--- src/hw/rtl/bgsc_pkg.sv ---
`timescale 1ns / 1ps
// ----------------------------------------------------------------------------
// bgsc_pkg
// Shared types, register map and charge curve function for the battery
// gauge with shutdown countdown.
// ----------------------------------------------------------------------------
package bgsc_pkg;

  localparam int unsigned MV_W        = 16;
  localparam int unsigned LEVEL_W     = 14;
  localparam int unsigned COUNT_W     = 8;
  localparam int unsigned X_STEP_BITS = 7;
  localparam int unsigned DIVIDEND_W  = MV_W + X_STEP_BITS;
  localparam int unsigned DIVISOR_W   = MV_W;
  localparam int unsigned APB_ADDR_W  = 5;
  localparam int unsigned APB_DATA_W  = 32;

  localparam logic [LEVEL_W-1:0] LEVEL_EMPTY = '0;
  localparam logic [LEVEL_W-1:0] LEVEL_FULL  = 14'd10000;
  localparam logic [LEVEL_W-1:0] LEVEL_LOW   = 14'd100;

  localparam logic [MV_W-1:0]    MAX_MV_RST    = 16'd4200;
  localparam logic [MV_W-1:0]    MIN_MV_RST    = 16'd3300;
  localparam logic [MV_W-1:0]    CUTOFF_MV_RST = 16'd3000;
  localparam logic [COUNT_W-1:0] RELOAD_RST    = 8'd5;

  typedef enum logic [2:0] {
    REG_MAX_MV    = 3'd0,
    REG_MIN_MV    = 3'd1,
    REG_CUTOFF_MV = 3'd2,
    REG_RATIO     = 3'd3,
    REG_RELOAD    = 3'd4
  } reg_idx_e;

  typedef struct packed {
    logic [MV_W-1:0] raw_reading;
  } in_t;

  typedef struct packed {
    logic [MV_W-1:0]    scaled_voltage_mv;
    logic [LEVEL_W-1:0] level_hundredths;
    logic               reading_valid;
    logic [COUNT_W-1:0] countdown_left;
    logic               shutdown_request;
  } out_t;

  typedef struct packed {
    logic [MV_W-1:0]    max_mv;
    logic [MV_W-1:0]    min_mv;
    logic [MV_W-1:0]    cutoff_mv;
    logic [MV_W-1:0]    ratio;
    logic [COUNT_W-1:0] reload;
  } cfg_t;

  // Curve entry i, worked in Q16 arithmetic: 101 - 101/(1+(1.33x)^4.5)^3, x = i/128,
  // scaled to hundredths and clipped to full. Evaluated at elaboration.
  function automatic logic [LEVEL_W-1:0] curve_entry(int unsigned i);
    longint unsigned t, t2, t4, s, u, w, w2, w3, n, q, r, lvl, rem, bitv;
    int k;
    t   = (64'd133 * 64'(i) * 64'd65536 + 64'd6400) / 64'd12800;
    t2  = (t * t + 64'd32768) >> 16;
    t4  = (t2 * t2 + 64'd32768) >> 16;
    rem = t << 16;
    s   = 0;
    bitv = 64'd1 << 62;
    while (bitv > rem) bitv = bitv >> 2;
    while (bitv != 0) begin
      if (rem >= s + bitv) begin
        rem = rem - (s + bitv);
        s   = (s >> 1) + bitv;
      end else begin
        s = s >> 1;
      end
      bitv = bitv >> 2;
    end
    u = (t4 * s + 64'd32768) >> 16;
    if (u >= 64'd262144) begin
      return LEVEL_FULL;
    end
    w  = 64'd65536 + u;
    w2 = (w * w + 64'd32768) >> 16;
    w3 = (w2 * w + 64'd32768) >> 16;
    n  = 64'd10100 * 64'd65536 + (w3 >> 1);
    q  = 0;
    r  = 0;
    for (k = 63; k >= 0; k--) begin
      r = (r << 1) | ((n >> k) & 64'd1);
      if (r >= w3) begin
        r = r - w3;
        q = q | (64'd1 << k);
      end
    end
    lvl = 64'd10100 - q;
    if (lvl > 64'd10000) begin
      lvl = 64'd10000;
    end
    return LEVEL_W'(lvl);
  endfunction

endpackage

--- src/hw/rtl/bgsc_regs.sv ---
`timescale 1ns / 1ps
// ----------------------------------------------------------------------------
// bgsc_regs
// APB configuration registers: voltage thresholds, divider ratio and
// countdown reload value.
// ----------------------------------------------------------------------------
module bgsc_regs #(
  parameter int unsigned RATIO_FRAC_BITS = 8
) (
  input  logic                                 clk_i,
  input  logic                                 rst_ni,
  input  logic                                 psel,
  input  logic                                 penable,
  input  logic                                 pwrite,
  input  logic [bgsc_pkg::APB_ADDR_W-1:0]      paddr,
  input  logic [bgsc_pkg::APB_DATA_W-1:0]      pwdata,
  output logic [bgsc_pkg::APB_DATA_W-1:0]      prdata,
  output logic                                 pready,
  output bgsc_pkg::cfg_t                       cfg_o,
  output logic                                 reload_wr_o
);
  import bgsc_pkg::*;

  localparam logic [MV_W-1:0] RATIO_RST = MV_W'(1 << RATIO_FRAC_BITS);

  cfg_t     cfg_q;
  logic     wr_en;
  reg_idx_e idx;

  assign pready = 1'b1;
  assign wr_en  = psel && penable && pwrite;
  assign idx    = reg_idx_e'(paddr[APB_ADDR_W-1:2]);

  always_ff @(posedge clk_i or negedge rst_ni) begin
    if (!rst_ni) begin
      cfg_q.max_mv    <= MAX_MV_RST;
      cfg_q.min_mv    <= MIN_MV_RST;
      cfg_q.cutoff_mv <= CUTOFF_MV_RST;
      cfg_q.ratio     <= RATIO_RST;
      cfg_q.reload    <= RELOAD_RST;
    end else if (wr_en) begin
      unique case (idx)
        REG_MAX_MV:    cfg_q.max_mv    <= pwdata[MV_W-1:0];
        REG_MIN_MV:    cfg_q.min_mv    <= pwdata[MV_W-1:0];
        REG_CUTOFF_MV: cfg_q.cutoff_mv <= pwdata[MV_W-1:0];
        REG_RATIO:     cfg_q.ratio     <= pwdata[MV_W-1:0];
        REG_RELOAD:    cfg_q.reload    <= pwdata[COUNT_W-1:0];
        default: ;
      endcase
    end
  end

  always_comb begin
    prdata = '0;
    unique case (idx)
      REG_MAX_MV:    prdata = APB_DATA_W'(cfg_q.max_mv);
      REG_MIN_MV:    prdata = APB_DATA_W'(cfg_q.min_mv);
      REG_CUTOFF_MV: prdata = APB_DATA_W'(cfg_q.cutoff_mv);
      REG_RATIO:     prdata = APB_DATA_W'(cfg_q.ratio);
      REG_RELOAD:    prdata = APB_DATA_W'(cfg_q.reload);
      default:       prdata = '0;
    endcase
  end

  assign cfg_o       = cfg_q;
  assign reload_wr_o = wr_en && (idx == REG_RELOAD);

endmodule

--- config.mk ---
export PLATFORM = sky130hd
export DESIGN_NAME = bgsc_regs
export DESIGN_NICKNAME = d
export VERILOG_FILES = /design/src/hw/rtl/bgsc_pkg.sv /design/src/hw/rtl/bgsc_regs.sv
export SDC_FILE = /design/constraint.sdc
export NUM_CORES = 1
export LEC_CHECK = 0
export ABC_AREA = 1
export BUFFER_PORTS_ARGS = -buffer_cell sky130_fd_sc_hd__buf_2
export CORE_MARGIN = 8
export CORE_UTILIZATION = 49
export CTS_CLUSTER_DIAMETER = 60
export DETAILED_ROUTE_END_ITERATION = 16
export PLACE_DENSITY = 0.77
export SLEW_MARGIN = 20
export SYNTH_ARGS = -nofsm -noshare
export SYNTH_HDL_FRONTEND = slang
export SYNTH_SLANG_ARGS = --single-unit
--- constraint.sdc ---
create_clock -name clk_i -period 0.9 [get_ports clk_i]
set_input_delay 0 -clock clk_i [delete_from_list [all_inputs] [get_ports clk_i]]
set_output_delay 0 -clock clk_i [all_outputs]
set_load 0.02 [all_outputs]
==> results of run 1 <==
## layout make-up
| cell class | count | area [µm²] |
|---|---|---|
| inverters | 61 | 240 |
| flip-flops and latches | 72 | 1830 |
| fillers | 386 | 1110 |
| clock inverters | 2 | 60.1 |
| repair buffers | 219 | 2160 |
| multi-input cells | 285 | 1560 |
| well taps | 99 | 124 |
| clock buffers | 14 | 173 |
## through the flow
stage	area [µm²]	power, mW
floorplan	3790	6.41
global placement	4690	7.76
global route	6140	13.2
detailed placement	4690	7.85
CTS	5640	11.8
finish	6140	12.7
## worst min-delay path by stage
stage | from | end | slack, ps
2_1_floorplan | rst_ni | cfg_o[10]$_DFFE_PN0P_ | -300
3_3_place_gp | rst_ni | cfg_o[67]$_DFFE_PN0P_ | 50
3_5_place_dp | rst_ni | cfg_o[67]$_DFFE_PN0P_ | 60
4_1_cts | pwrite | cfg_o[2]$_DFFE_PN1P_ | 190
5_1_grt | pwrite | cfg_o[3]$_DFFE_PN0P_ | 200
6_report | pwrite | cfg_o[3]$_DFFE_PN0P_ | 180
## critical path, cell delays in order, from the launching register on
cell	delay (ps)
dfstp_2	540
nand4_1	130
nand2_1	110
nor2_2	50
nand2_2	70
buf_6	120
## Yosys cell counts (all sizes together)
library cell | instances | area share, %
a21oi | 8 | 1.1
inv | 60 | 6.3
clkbuf | 3 | 0.34
dfstp | 20 | 14
buf | 35 | 7.1
conb | 2 | 0.20
dfrtp | 52 | 35
nor2 | 24 | 3.5
o21ai | 84 | 13
nand4 | 11 | 1.9
nand3 | 30 | 5.1
nand2 | 111 | 12
clkinv | 1 | 0.14
## what timing repair did
action,CTS,global route
buffers inserted,13,39
pin swaps,29,19
hold buffers,17,0
cloned,0,1
endpoints found under the setup margin,82,94
resized for setup,149,115
hold endpoints to repair,132,0
## per-layer routing
metal	vias to the layer above	GRT usage, %	wire length [µm]
met3	33	7.02	1240
met2	219	39.9	7080
li1	1785	-	-
met1	1924	25.6	5020
met5	-	0	0
met4	0	8.80	309
## kinds of logic (layout without fill, tap and decap cells)
| family | after synthesis | count (layout) | synth area share [%] |
|---|---|---|---|
| DFF | 72 | 72 | 49.8 |
| AOI/OAI and AO/OA | 92 | 92 | 13.9 |
| other | 2 | 17 | 0.205 |
| and+or+nand+nor | 176 | 176 | 22.3 |
| buffers and inverters | 99 | 296 | 13.8 |
## report_power, final
group          total, mW  switching [mW]  internal [mW]
clock network       3.02            1.23           1.79
logic               5.15            2.59           2.56
registers           4.56           0.572           3.99
==> impl_metrics.env, run 1 <==
export IMPL_largest_reg_flops=72
export IMPL_holdCritPathClass="input pin to register"
export IMPL_timing_setup_tns_ps=-11580
export IMPL_htreeDepth=3
export IMPL_cts_root_buf="clkbuf_8"
export IMPL_dp_hpwl_um=7800
export IMPL_timing_fmax_ghz=0.731
export IMPL_post_route_util_pct=84.7
export IMPL_regToRegStartpoint="cfg_o[47]$_DFFE_PN1P_"
export IMPL_pin_count=148
export IMPL_area_overhead_of_the_layout_relative_to_synthesis_pct=67.6
export IMPL_hold_depth=6
export IMPL_maxSlewViolCount=0
export IMPL_cts_reportedPaths_clkPinSlew_ps=80
export IMPL_core_um2=7250
export IMPL_grt_pass1_vias=3799
export IMPL_unrepaired_setup_endpoints_after_global_routing="true"
export IMPL_std_cell_rows=31
export IMPL_nets_finish=690
export IMPL_first_pass_iters=4
export IMPL_drt_wirelength_per_cell_um=18.2
export IMPL_cts_tree="built"
export IMPL_cellPowerDensity_nw_per_um2=2070
export IMPL_worst_path_max_fanout=2
export IMPL_initial_drc_count=220
export IMPL_failed_checks="setup timing"
export IMPL_crit_path_end="prdata[5]"
export IMPL_critPathCaptureType="output pin"
export IMPL_power_static_leakage_nw=3.12
export IMPL_post_synth_instance_area_um2=3670
export IMPL_avgViaCountPerCell=5.27
export IMPL_synth_distinct_cells=24
export IMPL_worst_slack_ps=-468
export IMPL_netlist_instances=441
export IMPL_grt_first_pass_wirelength_um=18700
export IMPL_finish_cell_count_without_fillers=752
export IMPL_route_final_wire_length_um=13700
export IMPL_globalplace_congestion=0.831
export IMPL_worst_ep_required_time_ps=900
export IMPL_via_count=3961
export IMPL_route_antenna_remaining_nets=0
export IMPL_cts_sink_count=72
export IMPL_finalWorstPathRequiredPeriod_ps=1370
export IMPL_r2r_end="cfg_o[47]$_DFFE_PN1P_"
export IMPL_clk_latency_ps=340
export IMPL_final_cell_mix="buf_6 (117), nand2_1 (81), o21ai_0 (53), inv_1 (52), dfrtp_1 (52)"
export IMPL_run_status="complete, but fails checks"
export IMPL_die_h_um=102
export IMPL_worstRegToRegCells=4
export IMPL_timing_startpoint_of_the_critical_path="cfg_o[45]$_DFFE_PN1P_"
export IMPL_grt_antenna_before_repair=0
export IMPL_synth_seq_cells=72
export IMPL_insertedDiodeCount=0
export IMPL_io_buffer_count=112
export IMPL_worst_ep_arrival_time_ps=1370
export IMPL_globalRoute_totalOverflow=0
export IMPL_grt_start_max_net_pins=73
export IMPL_final_cycle_share_pct=152
export IMPL_max_vdd_ir_drop_v=0.00159
export IMPL_placed_cells_incl_taps=682
export IMPL_clock_path_buffers=2
export IMPL_yosysWarningCount=0
export IMPL_dieArea_um2=10500
export IMPL_cap_viol_max_count=0
export IMPL_cp_start_kind="register"
export IMPL_synth_seq_area_share_pct=49.8
export IMPL_hold_worst_slack_ps=183
export IMPL_final_setup_skew_ps=0
export IMPL_grt_total_usage_pct=22.9
export IMPL_timing_final_setup_violations=86
export IMPL_floorplan_initialDensity_pct=50.5
export IMPL_share_of_cells_above_drive_strength_1_pct=48.5
export IMPL_die_width_um=102
export IMPL_placement_setup_worst_slack_ps=-176
export IMPL_ff2ff_setup_slack_ps=-40
export IMPL_synthesis_area_per_instance_um2=8.31
export IMPL_worst_setup_path_type="register to output pin"
export IMPL_drcViolationCount=0
export IMPL_number_of_buffers_created_by_cts=9
export IMPL_layout_cells_most_common="buf_6"
export IMPL_timing_hold_violations_final=0
Note: power is estimated with default switching activity, not from simulation.
==> run 2: changes to the inputs <==
--- a/config.mk
+++ b/config.mk
@@ -8,10 +8,10 @@
 export ABC_AREA = 1
 export BUFFER_PORTS_ARGS = -buffer_cell sky130_fd_sc_hd__buf_2
 export CORE_MARGIN = 8
-export CORE_UTILIZATION = 49
+export CORE_UTILIZATION = 44
 export CTS_CLUSTER_DIAMETER = 60
 export DETAILED_ROUTE_END_ITERATION = 16
-export PLACE_DENSITY = 0.77
+export PLACE_DENSITY = 0.73
 export SLEW_MARGIN = 20
 export SYNTH_ARGS = -nofsm -noshare
 export SYNTH_HDL_FRONTEND = slang
==> constraint.sdc (replaced) <==
create_clock -name clk_i -period 1.1 [get_ports clk_i]
set_input_delay 0 -clock clk_i [delete_from_list [all_inputs] [get_ports clk_i]]
set_output_delay 0 -clock clk_i [all_outputs]
set_load 0.02 [all_outputs]
==> run 2 against run 1 <==
The run still ends with setup timing left; sequential cell count stayed put; via count is 9.9% lower; register-to-register slack better by 190 ps; global-route usage is 3.6 points lower; setup slack better by 290 ps; critical path depth stayed put; combinational power is 38% lower; die area is 9.6% higher; clock-buffer cell count is 3 lower; sequential power is 20% lower; non-clock buffer count is 41 lower; critical path type unchanged; critical endpoint is now prdata[8].
==> impl_metrics.env, run 2 (synthesized netlist as in run 1, its figures left out) <==
export IMPL_first_pass_iters=5
export IMPL_run_status="complete, but fails checks"
export IMPL_drt_wirelength_per_cell_um=15.7
export IMPL_die_h_um=107
export IMPL_layout_cells_most_common="nand2_1"
export IMPL_holdCritPathClass="input pin to register"
export IMPL_avgViaCountPerCell=4.98
export IMPL_power_static_leakage_nw=2.78
export IMPL_core_um2=8130
export IMPL_worst_ep_arrival_time_ps=1280
export IMPL_finalWorstPathRequiredPeriod_ps=1280
export IMPL_via_count=3568
export IMPL_initial_drc_count=137
export IMPL_clk_latency_ps=330
export IMPL_hold_depth=5
export IMPL_globalRoute_totalOverflow=0
export IMPL_drcViolationCount=0
export IMPL_globalplace_congestion=0.760
export IMPL_htreeDepth=3
export IMPL_route_antenna_remaining_nets=0
export IMPL_cts_reportedPaths_clkPinSlew_ps=80
export IMPL_final_setup_skew_ps=0
export IMPL_placed_cell_area_um2=4390
export IMPL_cap_viol_max_count=0
export IMPL_floorplan_initialDensity_pct=45.1
export IMPL_pin_count=148
export IMPL_grt_first_pass_wirelength_um=17800
export IMPL_std_cell_rows=33
export IMPL_finalInstanceArea_um2=5250
export IMPL_route_final_wire_length_um=11200
export IMPL_failed_checks="setup timing"
export IMPL_timing_fmax_ghz=0.780
export IMPL_grt_total_usage_pct=19.3
export IMPL_insertedDiodeCount=0
export IMPL_cp_start_kind="register"
export IMPL_clock_path_buffers=2
export IMPL_dieArea_um2=11500
export IMPL_critPathCaptureType="output pin"
export IMPL_worst_slack_ps=-182
export IMPL_number_of_buffers_created_by_cts=9
export IMPL_final_cycle_share_pct=117
export IMPL_unrepaired_setup_endpoints_after_global_routing="true"
export IMPL_cts_root_buf="clkbuf_8"
export IMPL_cts_tree="built"
export IMPL_cts_sink_count=72
export IMPL_grt_antenna_before_repair=0
export IMPL_worst_path_max_fanout=2
export IMPL_worst_ep_required_time_ps=1100
export IMPL_dp_hpwl_um=7530
export IMPL_timing_hold_violations_final=0
export IMPL_grt_pass1_vias=3544
export IMPL_placement_setup_worst_slack_ps=-1.39
export IMPL_area_overhead_of_the_layout_relative_to_synthesis_pct=43.2
export IMPL_final_cell_mix="nand2_1 (105), buf_2 (82), o21ai_0 (61), inv_1 (52), dfrtp_1 (52)"
export IMPL_maxSlewViolCount=0
export IMPL_io_buffer_count=112
export IMPL_filler_cell_count=657
export IMPL_largest_reg_flops=72
export IMPL_grt_start_max_net_pins=73
export IMPL_nets_finish=649
export IMPL_max_vdd_ir_drop_v=0.000917
export IMPL_cellPowerDensity_nw_per_um2=1690
export IMPL_worstRegToRegCells=4
export IMPL_worst_setup_path_type="register to output pin"
export IMPL_share_of_cells_above_drive_strength_1_pct=39.9
export IMPL_die_width_um=107
export IMPL_timing_final_setup_violations=19
-- run 2: changes by cell type in the layout (fill, tap and decap cells not counted), sizes merged --
cell,delta
buf,-40
bufinv,-1
clkbuf,-4
clkinv,+3
-- run 2: per-stage QoR --
step	power (mW)	util [%]	TNS (ps)	hold WS, ps	std cells
after detailed placement	6.17	53.9	-1.39	58.1	656
final	8.86	64.5	-2090	145	716
after global placement	6.10	53.9	0	52.9	656
after floorplan	5.21	-	0	-296	456
after CTS	8.76	63.3	-2250	143	710
after global routing	9.34	64.5	-3530	152	716
-- run 2: report_power, final --
part / internal [mW] / switching, mW / total, mW / leakage, nW
Sequential: 3.27 / 0.387 / 3.65 / 0.865
Clock: 1.09 / 0.939 / 2.03 / 0.0989
Combinational: 1.32 / 1.86 / 3.18 / 1.82
-- run 2: final timing paths --
check | slack [ps] | start | end
min in group asynchronous | 180 | rst_ni | cfg_o[19]$_DFFE_PN0P_
worst max register to register | 150 | cfg_o[62]$_DFFE_PN1P_ | cfg_o[62]$_DFFE_PN1P_
worst max-delay path | -180 | cfg_o[32]$_DFFE_PN1P_ | prdata[8]
worst min register to register | 500 | cfg_o[27]$_DFFE_PN1P_ | cfg_o[27]$_DFFE_PN1P_
max in group asynchronous | 530 | rst_ni | cfg_o[33]$_DFFE_PN1P_
worst min-delay path | 150 | pwrite | cfg_o[63]$_DFFE_PN0P_
-- run 2: worst max-delay path: stages, from the launching register on --
cell,delay (ps)
dfstp_2,550
inv_2,40
o21ai_2,110
inv_1,60
nand2_1,70
buf_6,120
-- run 2: area by class of cell --
type	instances	area (µm²)	share of cell area, %
well taps	105	131	2.50
repair buffers	178	1420	27.0
clock buffers	11	141	2.69
flip-flops and latches	72	1830	34.8
clock inverters	4	45.0	0.858
multi-input cells	285	1450	27.7
inverters	61	235	4.48
-- run 2: per-layer routing --
| layer | GRT usage (%) | up-vias | part of all wire [%] |
|---|---|---|---|
| met5 | 0 | - | 0 |
| met3 | 5.81 | 11 | 9.8 |
| met2 | 32.5 | 161 | 49 |
| met4 | 4.72 | 0 | 0.88 |
| li1 | - | 1697 | - |
| met1 | 23.6 | 1699 | 40 |
-- run 2: what timing repair did --
item,in CTS,in global routing
pin swaps,44,25
setup buffers,22,8
endpoints found under the hold margin,122,0
gates resized for setup,81,23
endpoints found under the setup margin,16,30
hold buffers,17,0
gates cloned,0,0
==> run 3: changes to the inputs <==
==> constraint.sdc (replaced) <==
create_clock -name clk_i -period 1.1 [get_ports clk_i]
set_input_delay 0.22 -clock clk_i [delete_from_list [all_inputs] [get_ports clk_i]]
set_output_delay 0.22 -clock clk_i [all_outputs]
set_load 0.02 [all_outputs]
==> run 3 against run 2 <==
The run still ends with setup timing left; via count increased by 2.2%; total power increased by 13%; sequential share of layout area decreased by 4.5 points; clock skew unchanged; final cell count increased by 3.5%; routed wire length increased by 11%; maximum frequency decreased by 16%; clock-buffer cell count increased by 1; cell area increased by 15%; utilization increased by 9.5 points; critical path depth unchanged; first-iteration DRC count decreased by 12%.
==> impl_metrics.env, run 3 (synthesized netlist as in run 1, its figures left out) <==
export IMPL_pin_count=148
export IMPL_wl_met1_um=4950
export IMPL_filler_cell_count=584
export IMPL_worst_ep_required_time_ps=880
export IMPL_grt_first_pass_wirelength_um=18400
export IMPL_placement_setup_worst_slack_ps=-371
export IMPL_cap_viol_max_count=0
export IMPL_critPathCaptureType="output pin"
export IMPL_run_status="complete, but fails checks"
export IMPL_io_buffer_count=112
export IMPL_holdCritPathClass="input pin to register"
export IMPL_insertedDiodeCount=0
export IMPL_cp_start_kind="register"
export IMPL_final_cell_mix="buf_6 (115), nand2_1 (90), o21ai_0 (52), dfrtp_1 (52), inv_1 (49)"
export IMPL_dp_hpwl_um=7970
export IMPL_timing_hold_violations_final=0
export IMPL_via_count=3646
export IMPL_grt_start_max_net_pins=73
export IMPL_initial_drc_count=121
export IMPL_worst_slack_ps=-419
export IMPL_drcViolationCount=0
export IMPL_die_h_um=107
export IMPL_first_pass_iters=4
export IMPL_number_of_buffers_created_by_cts=9
export IMPL_drt_wirelength_per_cell_um=16.9
export IMPL_std_cell_rows=33
export IMPL_placed_cell_area_um2=4730
export IMPL_maxSlewViolCount=0
export IMPL_cts_root_buf="clkbuf_8"
export IMPL_finish_cell_count_without_fillers=741
export IMPL_final_cycle_share_pct=138
export IMPL_cellPowerDensity_nw_per_um2=1660
export IMPL_report_power_total_mw=10.0
export IMPL_met3_wirelength_um=904
export IMPL_finalInstanceArea_um2=6020
export IMPL_avgViaCountPerCell=4.92
export IMPL_final_setup_skew_ps=0
export IMPL_die_width_um=107
export IMPL_clk_latency_ps=350
export IMPL_largest_reg_flops=72
export IMPL_cts_reportedPaths_clkPinSlew_ps=80
export IMPL_grt_total_usage_pct=20.3
export IMPL_layout_cells_most_common="buf_6"
export IMPL_topRoutingLayerUsed="met4"
export IMPL_cts_sink_count=72
export IMPL_htreeDepth=3
export IMPL_cts_tree="built"
export IMPL_failed_checks="setup timing"
export IMPL_core_um2=8130
export IMPL_timing_fmax_ghz=0.659
export IMPL_finalWorstPathRequiredPeriod_ps=1520
export IMPL_max_vdd_ir_drop_v=0.00102
export IMPL_share_of_cells_above_drive_strength_1_pct=48.9
export IMPL_globalRoute_totalOverflow=0
export IMPL_unrepaired_setup_endpoints_after_global_routing="true"
export IMPL_grt_antenna_before_repair=0
export IMPL_placed_cells_incl_taps=692
export IMPL_power_static_leakage_nw=3.04
export IMPL_route_final_wire_length_um=12500
export IMPL_worst_path_max_fanout=2
export IMPL_globalplace_congestion=0.789
export IMPL_area_overhead_of_the_layout_relative_to_synthesis_pct=64.3
export IMPL_timing_final_setup_violations=84
export IMPL_wl_met2_um=6510
export IMPL_worst_setup_path_type="register to output pin"
export IMPL_route_antenna_remaining_nets=0
export IMPL_grt_pass1_vias=3655
export IMPL_floorplan_initialDensity_pct=45.1
export IMPL_nets_finish=673
export IMPL_worst_ep_arrival_time_ps=1300
export IMPL_clock_path_buffers=2
export IMPL_dieArea_um2=11500
-- run 3: cell types whose count changed in the layout (fill, tap and decap cells not counted), sizes merged --
cell,change
inv,-1
nand3,+1
bufbuf,+1
dlygate4sd3,-16
clkbuf,+2
bufinv,+1
clkinv,-1
clkinvlp,+1
buf,+37
-- run 3: cell type report --
class	instances	area (µm²)	area share, %
clock inverter	4	70.1	1.16
sequential	72	1830	30.3
inverter	61	246	4.09
timing repair buffer	201	2050	34.0
multi-input combinational	286	1560	26.0
clock buffer	12	135	2.24
tap	105	131	2.18
-- run 3: through the flow --
step / TNS, ps / hold slack [ps] / util, %
floorplan: -1140 / -75.6 / -
finish: -13360 / 87.0 / 74.1
global placement: -20560 / 275 / 58.2
global route: -16640 / 79.9 / 74.1
detailed placement: -22870 / 280 / 58.2
CTS: -12870 / 80.7 / 69.4
-- run 3: what timing repair did --
item                                    in CTS  in global routing
cloned                                       1                  2
gates resized for setup                    184                 83
endpoints found under the setup margin      90                120
endpoints found under the hold margin       52                  0
setup buffers                               15                 30
pin swaps                                   33                 22
hold buffers                                 1                  0
-- run 3: where the power goes --
group	switching, mW	total (mW)	internal [mW]
combinational	2.01	4.03	2.02
clock	0.978	2.25	1.27
sequential	0.467	3.73	3.27
-- run 3: metal layers --
| layer | vias up | track usage (%) |
|---|---|---|
| li1 | 1755 | - |
| met1 | 1759 | 24.3 |
| met2 | 119 | 34.3 |
| met3 | 13 | 5.27 |
| met4 | 0 | 7.54 |
| met5 | - | 0 |
-- run 3: final timing paths --
| check | from | slack, ps | cells after the start | endpoint |
|---|---|---|---|---|
| min in group asynchronous | rst_ni | 410 | 3 | cfg_o[24]$_DFFE_PN0P_ |
| min reg2reg | cfg_o[27]$_DFFE_PN1P_ | 500 | 2 | cfg_o[27]$_DFFE_PN1P_ |
| max in group asynchronous | rst_ni | 310 | 3 | cfg_o[61]$_DFFE_PN1P_ |
| max | cfg_o[45]$_DFFE_PN1P_ | -420 | 5 | prdata[5] |
| min | pwdata[0] | 90 | 3 | cfg_o[8]$_DFFE_PN0P_ |
| max reg2reg | cfg_o[42]$_DFFE_PN1P_ | 90 | 5 | cfg_o[42]$_DFFE_PN1P_ |
-- run 3: worst max-delay path: stages (launching register included) --
cell and delay, ps:
dfstp_2 550, nand4_1 80, nand2_1 100, nor2_2 50, nand2_2 60, buf_6 110
